[config.mk]
export PLATFORM = sky130hd
export DESIGN_NAME = accel_asym_lowpass_unit
export DESIGN_NICKNAME = d
export VERILOG_FILES = /design/src/rtl/accel_lp_pkg.sv /design/src/rtl/accel_asym_lowpass_unit.sv /design/src/rtl/accel_lp_cfg.sv /design/src/rtl/accel_lp_step.sv
export SDC_FILE = /design/constraint.sdc
export NUM_CORES = 2
export LEC_CHECK = 0
export BUFFER_PORTS_ARGS = -buffer_cell sky130_fd_sc_hd__buf_2
export CORE_MARGIN = 2
export CORE_UTILIZATION = 36
export CTS_CLUSTER_SIZE = 12
export DETAILED_ROUTE_END_ITERATION = 10
export PLACE_DENSITY = 0.48
export SETUP_SLACK_MARGIN = 0.5
export SKIP_LAST_GASP = 1
export SYNTH_ARGS = -nofsm -noshare
export SYNTH_HDL_FRONTEND = slang
export SYNTH_HIERARCHICAL = 1
export SYNTH_SLANG_ARGS = --single-unit
[constraint.sdc]
create_clock -name clk -period 14.6 [get_ports clk]
set_input_delay 2.92 -clock clk [delete_from_list [all_inputs] [get_ports clk]]
set_output_delay 2.92 -clock clk [all_outputs]
set_load 0.1 [all_outputs]
[src/rtl/accel_lp_pkg.sv]
// Shared types, constants and register indexes for the asymmetric low-pass filter.
// Used by every module in the rtl folder; depends on nothing.
`timescale 1ns / 1ps

package accel_lp_pkg;

  // Default sample width and fixed ratio formats.
  localparam int SAMPLE_WIDTH_DEF = 16;
  localparam int RATIO_W          = 17;  // unsigned Q1.16
  localparam int FRAC_W           = 16;  // unsigned Q0.16
  localparam int CFG_INDEX_W      = 3;
  localparam int CFG_DATA_W       = 17;

  // Register indexes of the configuration port.
  localparam logic [CFG_INDEX_W-1:0] REG_MAX_HOLD_MODE = 3'd0;
  localparam logic [CFG_INDEX_W-1:0] REG_FAST_COEF     = 3'd1;
  localparam logic [CFG_INDEX_W-1:0] REG_SLOW_COEF     = 3'd2;
  localparam logic [CFG_INDEX_W-1:0] REG_SLOW_INCREASE = 3'd3;
  localparam logic [CFG_INDEX_W-1:0] REG_SLOW_DECREASE = 3'd4;

  // Reset values of the configuration registers.
  localparam logic               RST_MAX_HOLD_MODE = 1'b1;
  localparam logic [RATIO_W-1:0] RST_FAST_COEF     = 17'd32768;
  localparam logic [RATIO_W-1:0] RST_SLOW_COEF     = 17'd1024;
  localparam logic [FRAC_W-1:0]  RST_SLOW_INCREASE = 16'd655;
  localparam logic [FRAC_W-1:0]  RST_SLOW_DECREASE = 16'd655;

  // Unity in Q1.16.
  localparam logic [RATIO_W-1:0] ONE_Q16 = 17'd65536;

  // Request kinds carried in tuser.
  localparam logic ACT_STEP    = 1'b0;
  localparam logic ACT_PRELOAD = 1'b1;

  typedef struct packed {
    logic               max_hold_mode;
    logic [RATIO_W-1:0] fast_coef;
    logic [RATIO_W-1:0] slow_coef;
    logic [FRAC_W-1:0]  slow_increase;
    logic [FRAC_W-1:0]  slow_decrease;
  } cfg_t;

endpackage

[src/rtl/accel_asym_lowpass_unit.sv]
// Asymmetric accelerating first-order low-pass filter, stream in and stream out.
// A step request accepted into the input register passes through the step logic into
// the output register once that register is free. Throughput: one request per cycle while
// the output is not stalled, set by the single registered pass through the step logic. Preload requests give no result.
// Reset (synchronous, active high) empties both registers, zeroes the held value and
// the accelerating ratio, and loads the configuration reset values.
`timescale 1ns / 1ps

module accel_asym_lowpass_unit
  import accel_lp_pkg::*;
#(
  parameter int SAMPLE_WIDTH = SAMPLE_WIDTH_DEF,
  localparam int TDATA_W = ((SAMPLE_WIDTH + 7) / 8) * 8
) (
  input  logic                   clk,
  input  logic                   rst,
  // Configuration write port.
  input  logic                   cfg_wr_en,
  input  logic [CFG_INDEX_W-1:0] cfg_index,
  input  logic [CFG_DATA_W-1:0]  cfg_data,
  // Input stream.
  input  logic                   s_tvalid,
  output logic                   s_tready,
  input  logic [TDATA_W-1:0]     s_tdata,   // [SAMPLE_WIDTH-1:0] sample, rest zero
  input  logic                   s_tuser,   // [0] action
  // Output stream.
  output logic                   m_tvalid,
  input  logic                   m_tready,
  output logic [TDATA_W-1:0]     m_tdata    // [SAMPLE_WIDTH-1:0] filtered, rest zero
);

  localparam int SW = SAMPLE_WIDTH;

  cfg_t                  cfg;
  logic                  in_valid;
  logic                  in_action;
  logic signed [SW-1:0]  in_sample;
  logic                  in_advance;
  logic signed [SW-1:0]  held;
  logic [RATIO_W-1:0]    accel;
  logic signed [SW-1:0]  held_next;
  logic [RATIO_W-1:0]    accel_next;
  logic signed [SW-1:0]  filtered;
  logic [SW-1:0]         out_data;

  accel_lp_cfg u_cfg (
    .clk      (clk),
    .rst      (rst),
    .wr_en    (cfg_wr_en),
    .wr_index (cfg_index),
    .wr_data  (cfg_data),
    .cfg      (cfg)
  );

  accel_lp_step #(
    .SAMPLE_WIDTH (SAMPLE_WIDTH)
  ) u_step (
    .cfg        (cfg),
    .action     (in_action),
    .sample     (in_sample),
    .held       (held),
    .accel      (accel),
    .held_next  (held_next),
    .accel_next (accel_next),
    .filtered   (filtered)
  );

  // A preload never needs the output register, so it always moves on.
  assign in_advance = in_valid && ((in_action == ACT_PRELOAD) || !m_tvalid || m_tready);
  assign s_tready   = !in_valid || in_advance;

  always_ff @(posedge clk) begin
    if (rst) begin
      in_valid <= 1'b0;
    end else if (s_tvalid && s_tready) begin
      in_valid <= 1'b1;
    end else if (in_advance) begin
      in_valid <= 1'b0;
    end
  end

  always_ff @(posedge clk) begin
    if (s_tvalid && s_tready) begin
      in_action <= s_tuser;
      in_sample <= s_tdata[SW-1:0];
    end
  end

  always_ff @(posedge clk) begin
    if (rst) begin
      held  <= '0;
      accel <= '0;
    end else if (in_advance) begin
      held  <= held_next;
      accel <= accel_next;
    end
  end

  always_ff @(posedge clk) begin
    if (rst) begin
      m_tvalid <= 1'b0;
    end else if (in_advance && (in_action == ACT_STEP)) begin
      m_tvalid <= 1'b1;
    end else if (m_tready) begin
      m_tvalid <= 1'b0;
    end
  end

  always_ff @(posedge clk) begin
    if (in_advance && (in_action == ACT_STEP)) begin
      out_data <= filtered;
    end
  end

  assign m_tdata = TDATA_W'(out_data);

endmodule

[src/rtl/accel_lp_cfg.sv]
// Configuration register file of the asymmetric low-pass filter.
// Depends on accel_lp_pkg for the register indexes, reset values and cfg_t.
`timescale 1ns / 1ps

module accel_lp_cfg
  import accel_lp_pkg::*;
(
  input  logic                   clk,
  input  logic                   rst,
  input  logic                   wr_en,
  input  logic [CFG_INDEX_W-1:0] wr_index,
  input  logic [CFG_DATA_W-1:0]  wr_data,
  output cfg_t                   cfg
);

  always_ff @(posedge clk) begin
    if (rst) begin
      cfg.max_hold_mode <= RST_MAX_HOLD_MODE;
      cfg.fast_coef     <= RST_FAST_COEF;
      cfg.slow_coef     <= RST_SLOW_COEF;
      cfg.slow_increase <= RST_SLOW_INCREASE;
      cfg.slow_decrease <= RST_SLOW_DECREASE;
    end else if (wr_en) begin
      case (wr_index)
        REG_MAX_HOLD_MODE: cfg.max_hold_mode <= wr_data[0];
        REG_FAST_COEF:     cfg.fast_coef     <= wr_data[RATIO_W-1:0];
        REG_SLOW_COEF:     cfg.slow_coef     <= wr_data[RATIO_W-1:0];
        REG_SLOW_INCREASE: cfg.slow_increase <= wr_data[FRAC_W-1:0];
        REG_SLOW_DECREASE: cfg.slow_decrease <= wr_data[FRAC_W-1:0];
        default: ;
      endcase
    end
  end

endmodule

[src/rtl/accel_lp_step.sv]
// Combinational filter step: direction decision, ratio update with clamping,
// and the rounded, saturated output. Depends on accel_lp_pkg.
`timescale 1ns / 1ps

module accel_lp_step
  import accel_lp_pkg::*;
#(
  parameter int SAMPLE_WIDTH = SAMPLE_WIDTH_DEF
) (
  input  cfg_t                           cfg,
  input  logic                           action,
  input  logic signed [SAMPLE_WIDTH-1:0] sample,
  input  logic signed [SAMPLE_WIDTH-1:0] held,
  input  logic        [RATIO_W-1:0]      accel,
  output logic signed [SAMPLE_WIDTH-1:0] held_next,
  output logic        [RATIO_W-1:0]      accel_next,
  output logic signed [SAMPLE_WIDTH-1:0] filtered
);

  localparam int SW = SAMPLE_WIDTH;
  localparam int PW = SW + RATIO_W + 2;  // ratio times difference
  localparam int TW = SW + 20;           // accumulated total
  localparam int QW = SW + 5;            // rounded value before saturation

  localparam logic signed [QW-1:0] Q_MAX = {{(QW-SW+1){1'b0}}, {(SW-1){1'b1}}};
  localparam logic signed [QW-1:0] Q_MIN = {{(QW-SW+1){1'b1}}, {(SW-1){1'b0}}};

  logic                      fast;
  logic [RATIO_W-1:0]        ratio;
  logic [RATIO_W-1:0]        factor;
  logic [2*RATIO_W-1:0]      accel_prod;
  logic [RATIO_W:0]          scaled;
  logic [RATIO_W:0]          lo_clamped;
  logic [RATIO_W:0]          hi_clamped;
  logic signed [SW:0]        diff;
  logic signed [RATIO_W:0]   ratio_s;
  logic signed [PW-1:0]      prod;
  logic signed [TW-1:0]      total;
  logic                      neg;
  logic [TW-1:0]             mag;
  logic [TW-1:0]             mag_rnd;
  logic [QW-1:0]             rnd;
  logic signed [QW-1:0]      q;

  // An equal sample counts as the fast direction in both modes.
  assign fast = cfg.max_hold_mode ? (sample >= held) : (sample <= held);

  assign ratio  = fast ? cfg.fast_coef : accel;
  assign factor = fast ? (ONE_Q16 - {1'b0, cfg.slow_decrease})
                       : (ONE_Q16 + {1'b0, cfg.slow_increase});

  assign accel_prod = {{RATIO_W{1'b0}}, accel} * {{RATIO_W{1'b0}}, factor};
  assign scaled     = accel_prod[2*RATIO_W-1:16];

  // Lower clamp first, then the upper clamp, which wins if the bounds cross.
  assign lo_clamped = (scaled < {1'b0, cfg.slow_coef}) ? {1'b0, cfg.slow_coef} : scaled;
  assign hi_clamped = (lo_clamped > {1'b0, cfg.fast_coef}) ? {1'b0, cfg.fast_coef}
                                                           : lo_clamped;

  assign diff    = {sample[SW-1], sample} - {held[SW-1], held};
  assign ratio_s = {1'b0, ratio};
  assign prod    = PW'(ratio_s) * PW'(diff);
  assign total   = {{4{held[SW-1]}}, held, 16'b0} + {{(TW-PW){prod[PW-1]}}, prod};

  // Round to nearest with halves away from zero on the magnitude.
  assign neg     = total[TW-1];
  assign mag     = neg ? (TW'(0) - TW'(total)) : TW'(total);
  assign mag_rnd = mag + TW'(32768);
  assign rnd     = {1'b0, mag_rnd[TW-1:16]};
  assign q       = neg ? (QW'(0) - rnd) : rnd;

  always_comb begin
    if (q > Q_MAX) begin
      filtered = Q_MAX[SW-1:0];
    end else if (q < Q_MIN) begin
      filtered = Q_MIN[SW-1:0];
    end else begin
      filtered = q[SW-1:0];
    end
  end

  always_comb begin
    if (action == ACT_PRELOAD) begin
      held_next  = sample;
      accel_next = cfg.slow_coef;
    end else begin
      held_next  = filtered;
      accel_next = hi_clamped[RATIO_W-1:0];
    end
  end

endmodule

Yosys cells after proc, flatten, opt, wreduce, memory -nomap -nowiden
Index checks and enable logic that the tools add are counted.
- bits in registers: 135
- bits of input ports: 42
- output and inout port bits: 18
- logic and storage cells: 63
- add/sub/neg operators: 7
- multiply operators: 2
- magnitude comparators: 6
- equality and inequality tests: 4
- muxes and demuxes: 15
- bitwise gates (word level): 1
- reduce and logical (&&, ||, !) cells: 16
- operator list (operator ; number):
    $mux 17 ; 4
    $mux 16 ; 3
    $add 32x35->36 ; 1
    $add 36x16->36 const B ; 1
    $mux 36 ; 1
    $sub 1x36->36 const A ; 1
    $mul 18x17->35 ; 1
    $mul 17x17->34 ; 1
    $gt 21x16->1 const B ; 1
    $lt 21x16->1 const B ; 1
    $mux 21 ; 1
    $sub 1x20->21 const A ; 1
    $gt 18x17->1 ; 1
    $lt 18x17->1 ; 1
    $mux 18 ; 1
    $add 17x16->17 const A ; 1
    $sub 16x16->17 ; 1
    $sub 17x16->17 const A ; 1
    $ge 16x16->1 ; 1
    $le 16x16->1 ; 1
    $reduce_and 2->1 ; 5
    $eq 3x2->1 const B ; 2
    $mux 1 ; 5
    $reduce_bool 2->1 ; 2
    7 further kinds ; 12

Longest topological paths before layout
- word-level depth: 14
- mapped depth: 70
- mapped depth without buffers: 64

Modules after synthesis
Netlist, hierarchy kept.
- by module, submodules not included (module ; times used ; cells each ; area each (µm²) ; sequential area each (µm²)):
    accel_lp_step ; 1 ; 3165 ; 25389.4 ; 0.0
    accel_lp_cfg ; 1 ; 252 ; 2723.9 ; 1341.3
    accel_asym_lowpass_unit ; 1 ; 188 ; 2602.5 ; 1691.6

Worst setup path before layout
OpenSTA, ideal clock, no wires.
- kind: reg-to-reg
- start point: register held[15]
- end point: register accel[10]
- library setup time: 0.072 ns
- arrival: 14.156 ns
- required time: 14.528 ns
- setup slack: 0.372 ns
- cell stages (with the launch flop): 69
- buffers on the path: 7
- clock period less this slack: 14.228 ns
- cells stage by stage: dfxtp_1 > inv_1 > ha_1 > buf_2 > nand3_1 > nor2_1 > o211ai_1 > a311o_1 > nand2_2 > clkbuf_1 > clkbuf_1 > nand2_1 > o21ai_1 > clkbuf_1 > nand2_1 > fa_1 > inv_1 > fa_1 > [... 33 more ...] > o21ai_0 > o211ai_1 > a21oi_1 > o21ai_0 > a221o_1 > a21o_1 > a21o_1 > a21oi_1 > a21oi_1 > inv_1 > o311ai_0 > clkbuf_1 > o21ai_1 > clkbuf_1 > nand2_1 > o311ai_0 > nand2b_1 > mux2i_1
- longest elaborated chain between the ends: 9
- elaborated cells between the ends (all ways): 10
- those cells by class: mul: 1; order compare: 4; mux: 5
- ends and longest elaborated chain (element ; line ; RTL):
    start: declaration ; accel_asym_lowpass_unit.sv:39 ; logic signed [SW-1:0] held;
    start signal: assignment ; accel_asym_lowpass_unit.sv:94 ; held <= held_next;
    $le 16x16->1 / $ge 16x16->1 (equally long branches) ; accel_lp_step.sv:46 ; assign fast = cfg.max_hold_mode ? (sample >= held) : (sample <= held);
    $mux 1 * ; accel_lp_step.sv:46 ;
    $mux 17 * ; accel_lp_step.sv:49 ; assign factor = fast ? (ONE_Q16 - {1'b0, cfg.slow_decrease})
    $mul 17x17->34 * ; accel_lp_step.sv:52 ; assign accel_prod = {{RATIO_W{1'b0}}, accel} * {{RATIO_W{1'b0}}, factor};
    $lt 18x17->1 ; accel_lp_step.sv:56 ; assign lo_clamped = (scaled < {1'b0, cfg.slow_coef}) ? {1'b0, cfg.slow_coef} : scaled;
    $mux 18 * ; accel_lp_step.sv:56 ;
    $gt 18x17->1 ; accel_lp_step.sv:57 ; assign hi_clamped = (lo_clamped > {1'b0, cfg.fast_coef}) ? {1'b0, cfg.fast_coef}
    $mux 17 * ; accel_lp_step.sv:57 ;
    $mux 17 * ; accel_lp_step.sv:83 ; if (action == ACT_PRELOAD) begin
    named net accel_next[10] ; accel_asym_lowpass_unit.sv:42 ; logic [RATIO_W-1:0] accel_next;
    end signal: assignment ; accel_asym_lowpass_unit.sv:95 ; accel <= accel_next;
    end: declaration ; accel_asym_lowpass_unit.sv:40 ; logic [RATIO_W-1:0] accel;
Mark *: on every way through the listed nets, which the timed path passes. The rest lies on a longest branch.
A chain may end at the register's enable or synchronous reset.

Worst setup path after layout
- start point: register held[10]
- end point: register accel[8]
Same word-level chain as after synthesis.

==> summary.txt <==
Min path
  • Worst hold path class: flop to flop
  • Hold Crit Start: held[2]$_SDFFE_PP0P_

Clock tree
  • CTS clk-pin slew, worst paths: roughly 0.08 ns
  • H-tree depth: 4
  • Clock sink count: 135
  • CTS tree: yes
  • Clock root buffer master: clkbuf_16
  • Clock insertion delay at the later pin of the skew report: slightly below 0.5 ns
  • Clk buf depth: 2
  • CTS Hold Bufs: 0
  • CTS Buf Count: 17

Status
  • Outcome: complete, no violations

Global route
  • Global Route Usage Sum: roughly a quarter
  • Largest net degree at the start of global routing: roughly 110
  • GRT overflow: 0
  • First-pass GRT wire length: approximately 160000 um
  • Initial antenna violation count: 4
  • Grt met1 use: between 30 and 40%
  • Met2 Use GR: between 40% and 50%
  • Busiest grt layer: met2
  • M3 GR Usage: under 10%
  • Number of global-route vias before repair: between 20k and 30k

Setup path
  • CP Buf/Inv Count: 12
  • Crit path top cell by count: a21oi_1
  • Critical R2R Launch: held[10]$_SDFFE_PP0P_
  • Worst-path cell with the longest stage delay: or4_4
  • WP data required: ~15 ns
  • Max incr delay on CP: between 0.5 and 0.6 ns
  • Crit-path max FO: 23
  • Arrival time at the worst endpoint: 13.85 ns
  • Critical path type: flop to flop
  • Crit path from: held[10]$_SDFFE_PP0P_
  • Crit path launch type: flop
  • CP delay by family, top: compound AO/OA/AOI/OAI gates
  • Setup crit end kind: flop

Yosys
  • Area share of the largest cell type after synthesis: a little under a third
  • Syn Inst Count: between 3k and 4k
  • Synth Register Bits: roughly 140
  • Post-synth EDFFs: 33
  • Leading area contributor after synthesis: fa_1
  • Synth warnings: 6
  • Synth Cell Area: between 30000 and 40000 um^2
  • Synth Area per Inst: 8.52 um^2
  • Syn_nets: 4411
  • Async set or reset register ratio after synthesis: 0%
  • Register area share after synthesis: approximately 9.9%
  • Top FF cell, synth: dfxtp_1
  • Synth top area cells: fa_1 (30%), ha_1 (12%), inv_1 (8.0%), dfxtp_1 (6.6%), nand2_1 (5.3%)
  • Yosys cell types: ~100

STA
  • Achievable Freq: 0.0740 GHz
  • Max-slew violations: 0
  • Total negative slack: 0 ns
  • Worst Skew: between 0.02 and 0.03 ns
  • Least-Margin Pin Slew: 1.25 ns
  • Period utilisation layout: 92.6%
  • Max_slew headroom: 15.9%
  • RSZ-0062 raised after global routing: false
  • Final hold violation count: 0
  • Finish-stage setup viols: 0
  • Min Tclk post-route: between 10 and 15 ns

Die
  • Core area: ~85000 um^2
  • Die Wd: between 200 and 300 um
  • Die Ht: just under 300 um
  • Initial Util: a little over a third
  • IO Count: 60
  • Die area: just under 90000 um^2
  • Row cnt: 107

Layout
  • Diode count: 0
  • Area Growth Syn to Fin: 9.75%
  • Leading cell type in the layout, fill and taps excluded: inv_1
  • Register area: around 3000 um^2
  • Commonest non-fill, non-tap cells in the layout: inv_1 (652), fa_1 (466), nand2_1 (431)
  • Fin nets: 4464
  • Multi-input logic area: about 25000 um^2
  • Fillers: ~9k
  • Share of layout cells above drive strength 1: a little under a tenth

Routing
  • DR DRC count: 0
  • DRT Pass-1 Iters: 6
  • Total Routed Length: between 90000 and 100000 um
  • DRT antenna net count: 0
  • DR WL/cell: about 20 um
  • Vias: 24.7k
  • Vias per Instance: approximately 5
  • Iter 0 DRT Violations: roughly 1.4k

Placement
  • DP HPWL: between 80000 and 90000 um
  • PortBufs: 59
  • GPL Wtd Cong: 0.881

Job
  • Max-cap violations: 0
[final cells by class]
class,instances,share of cell area [%]
inverter,653,7.27
multi-input combinational,2655,73.7
timing repair buffer,196,4.10
clock inverter,14,0.401
tap,1144,4.25
sequential,135,9.00
clock buffer,17,1.26
[final timing paths]
check / end / slack (ns) / cells after the start
setup reg to reg: accel[8]$_SDFFE_PP0P_ / 1.08 / 62
hold reg to reg: held[2]$_SDFFE_PP0P_ / 0.48 / 2
setup / recovery: accel[8]$_SDFFE_PP0P_ / 1.08 / 62
hold / removal: held[2]$_SDFFE_PP0P_ / 0.48 / 2
[flip-flops by register name, summed over array words and instances, names as in the netlist]
register and cells:
in_action 1, u_cfg/cfg 67, m_tvalid 1, in_valid 1
accel 17, in_sample 16, m_tdata 16, held 16
[cells in the mapped netlist (15+ instances only)]
cell type    n
inv_1      653
ha_1       297
xnor2_1     71
or3_1       17
a21o_1      25
a21oi_1    102
and3_1      17
nand2b_1   165
fa_1       467
a211oi_1    17
clkbuf_1   111
nor2_1     262
o211ai_1    18
o311ai_0    17
edfxtp_1    33
xor2_1      35
mux2i_1    131
nor3_1      31
nor2b_1     21
buf_1       17
nand4_1     28
buf_2       22
and2_1     114
o21ai_1     34
dfxtp_1    102
nand2_1    431
nor4_1      15
o21ai_0     64
nand3_1     37
[timing repair]
action | CTS | global route
cloned | 0 | 3
endpoints found under the setup margin | 17 | 49
gates resized for setup | 8 | 67
pin swaps | 1 | 11
buffers inserted | 0 | 16
[through the flow]
stage          cells  util, %  setup slack, ns  area (um^2)  hold slack, ns
2_1_floorplan   3605        -            0.635        30700           0.447
3_3_place_gp    4764     38.5            0.269        32600           0.464
3_5_place_dp    4764     38.5           0.0635        32600           0.467
4_1_cts         4795     39.2            0.562        33200           0.479
5_1_grt         4814     39.7            0.474        33700           0.496
6_report        4814     39.7             1.08        33700           0.477
[routing by layer]
layer / wire [um] / up-vias
met2: 49600 / 508
li1: - / 11600
met5: 0 / -
met4: 3060 / 0
met3: 3360 / 136
met1: 43000 / 12400
[worst min-delay path: cells and delay by family, from the launching register on]
kind,cells,cell delay [ns]
flops,1,0.31
simple gates,1,0.06
mux,1,0.06
[cells by family after synthesis]
kind of cell	synth area share [%]
xor gates and xnor gates	3.22
muxes	4.60
DFF	9.87
and+or+nand+nor	19.1
buffers and inverters	10.4
AOI/OAI and AO/OA	10.2
adders and majority gates	42.5
Power is not shown: default switching activity piles up to over one toggle a cycle in this logic, so the estimate is an artifact.
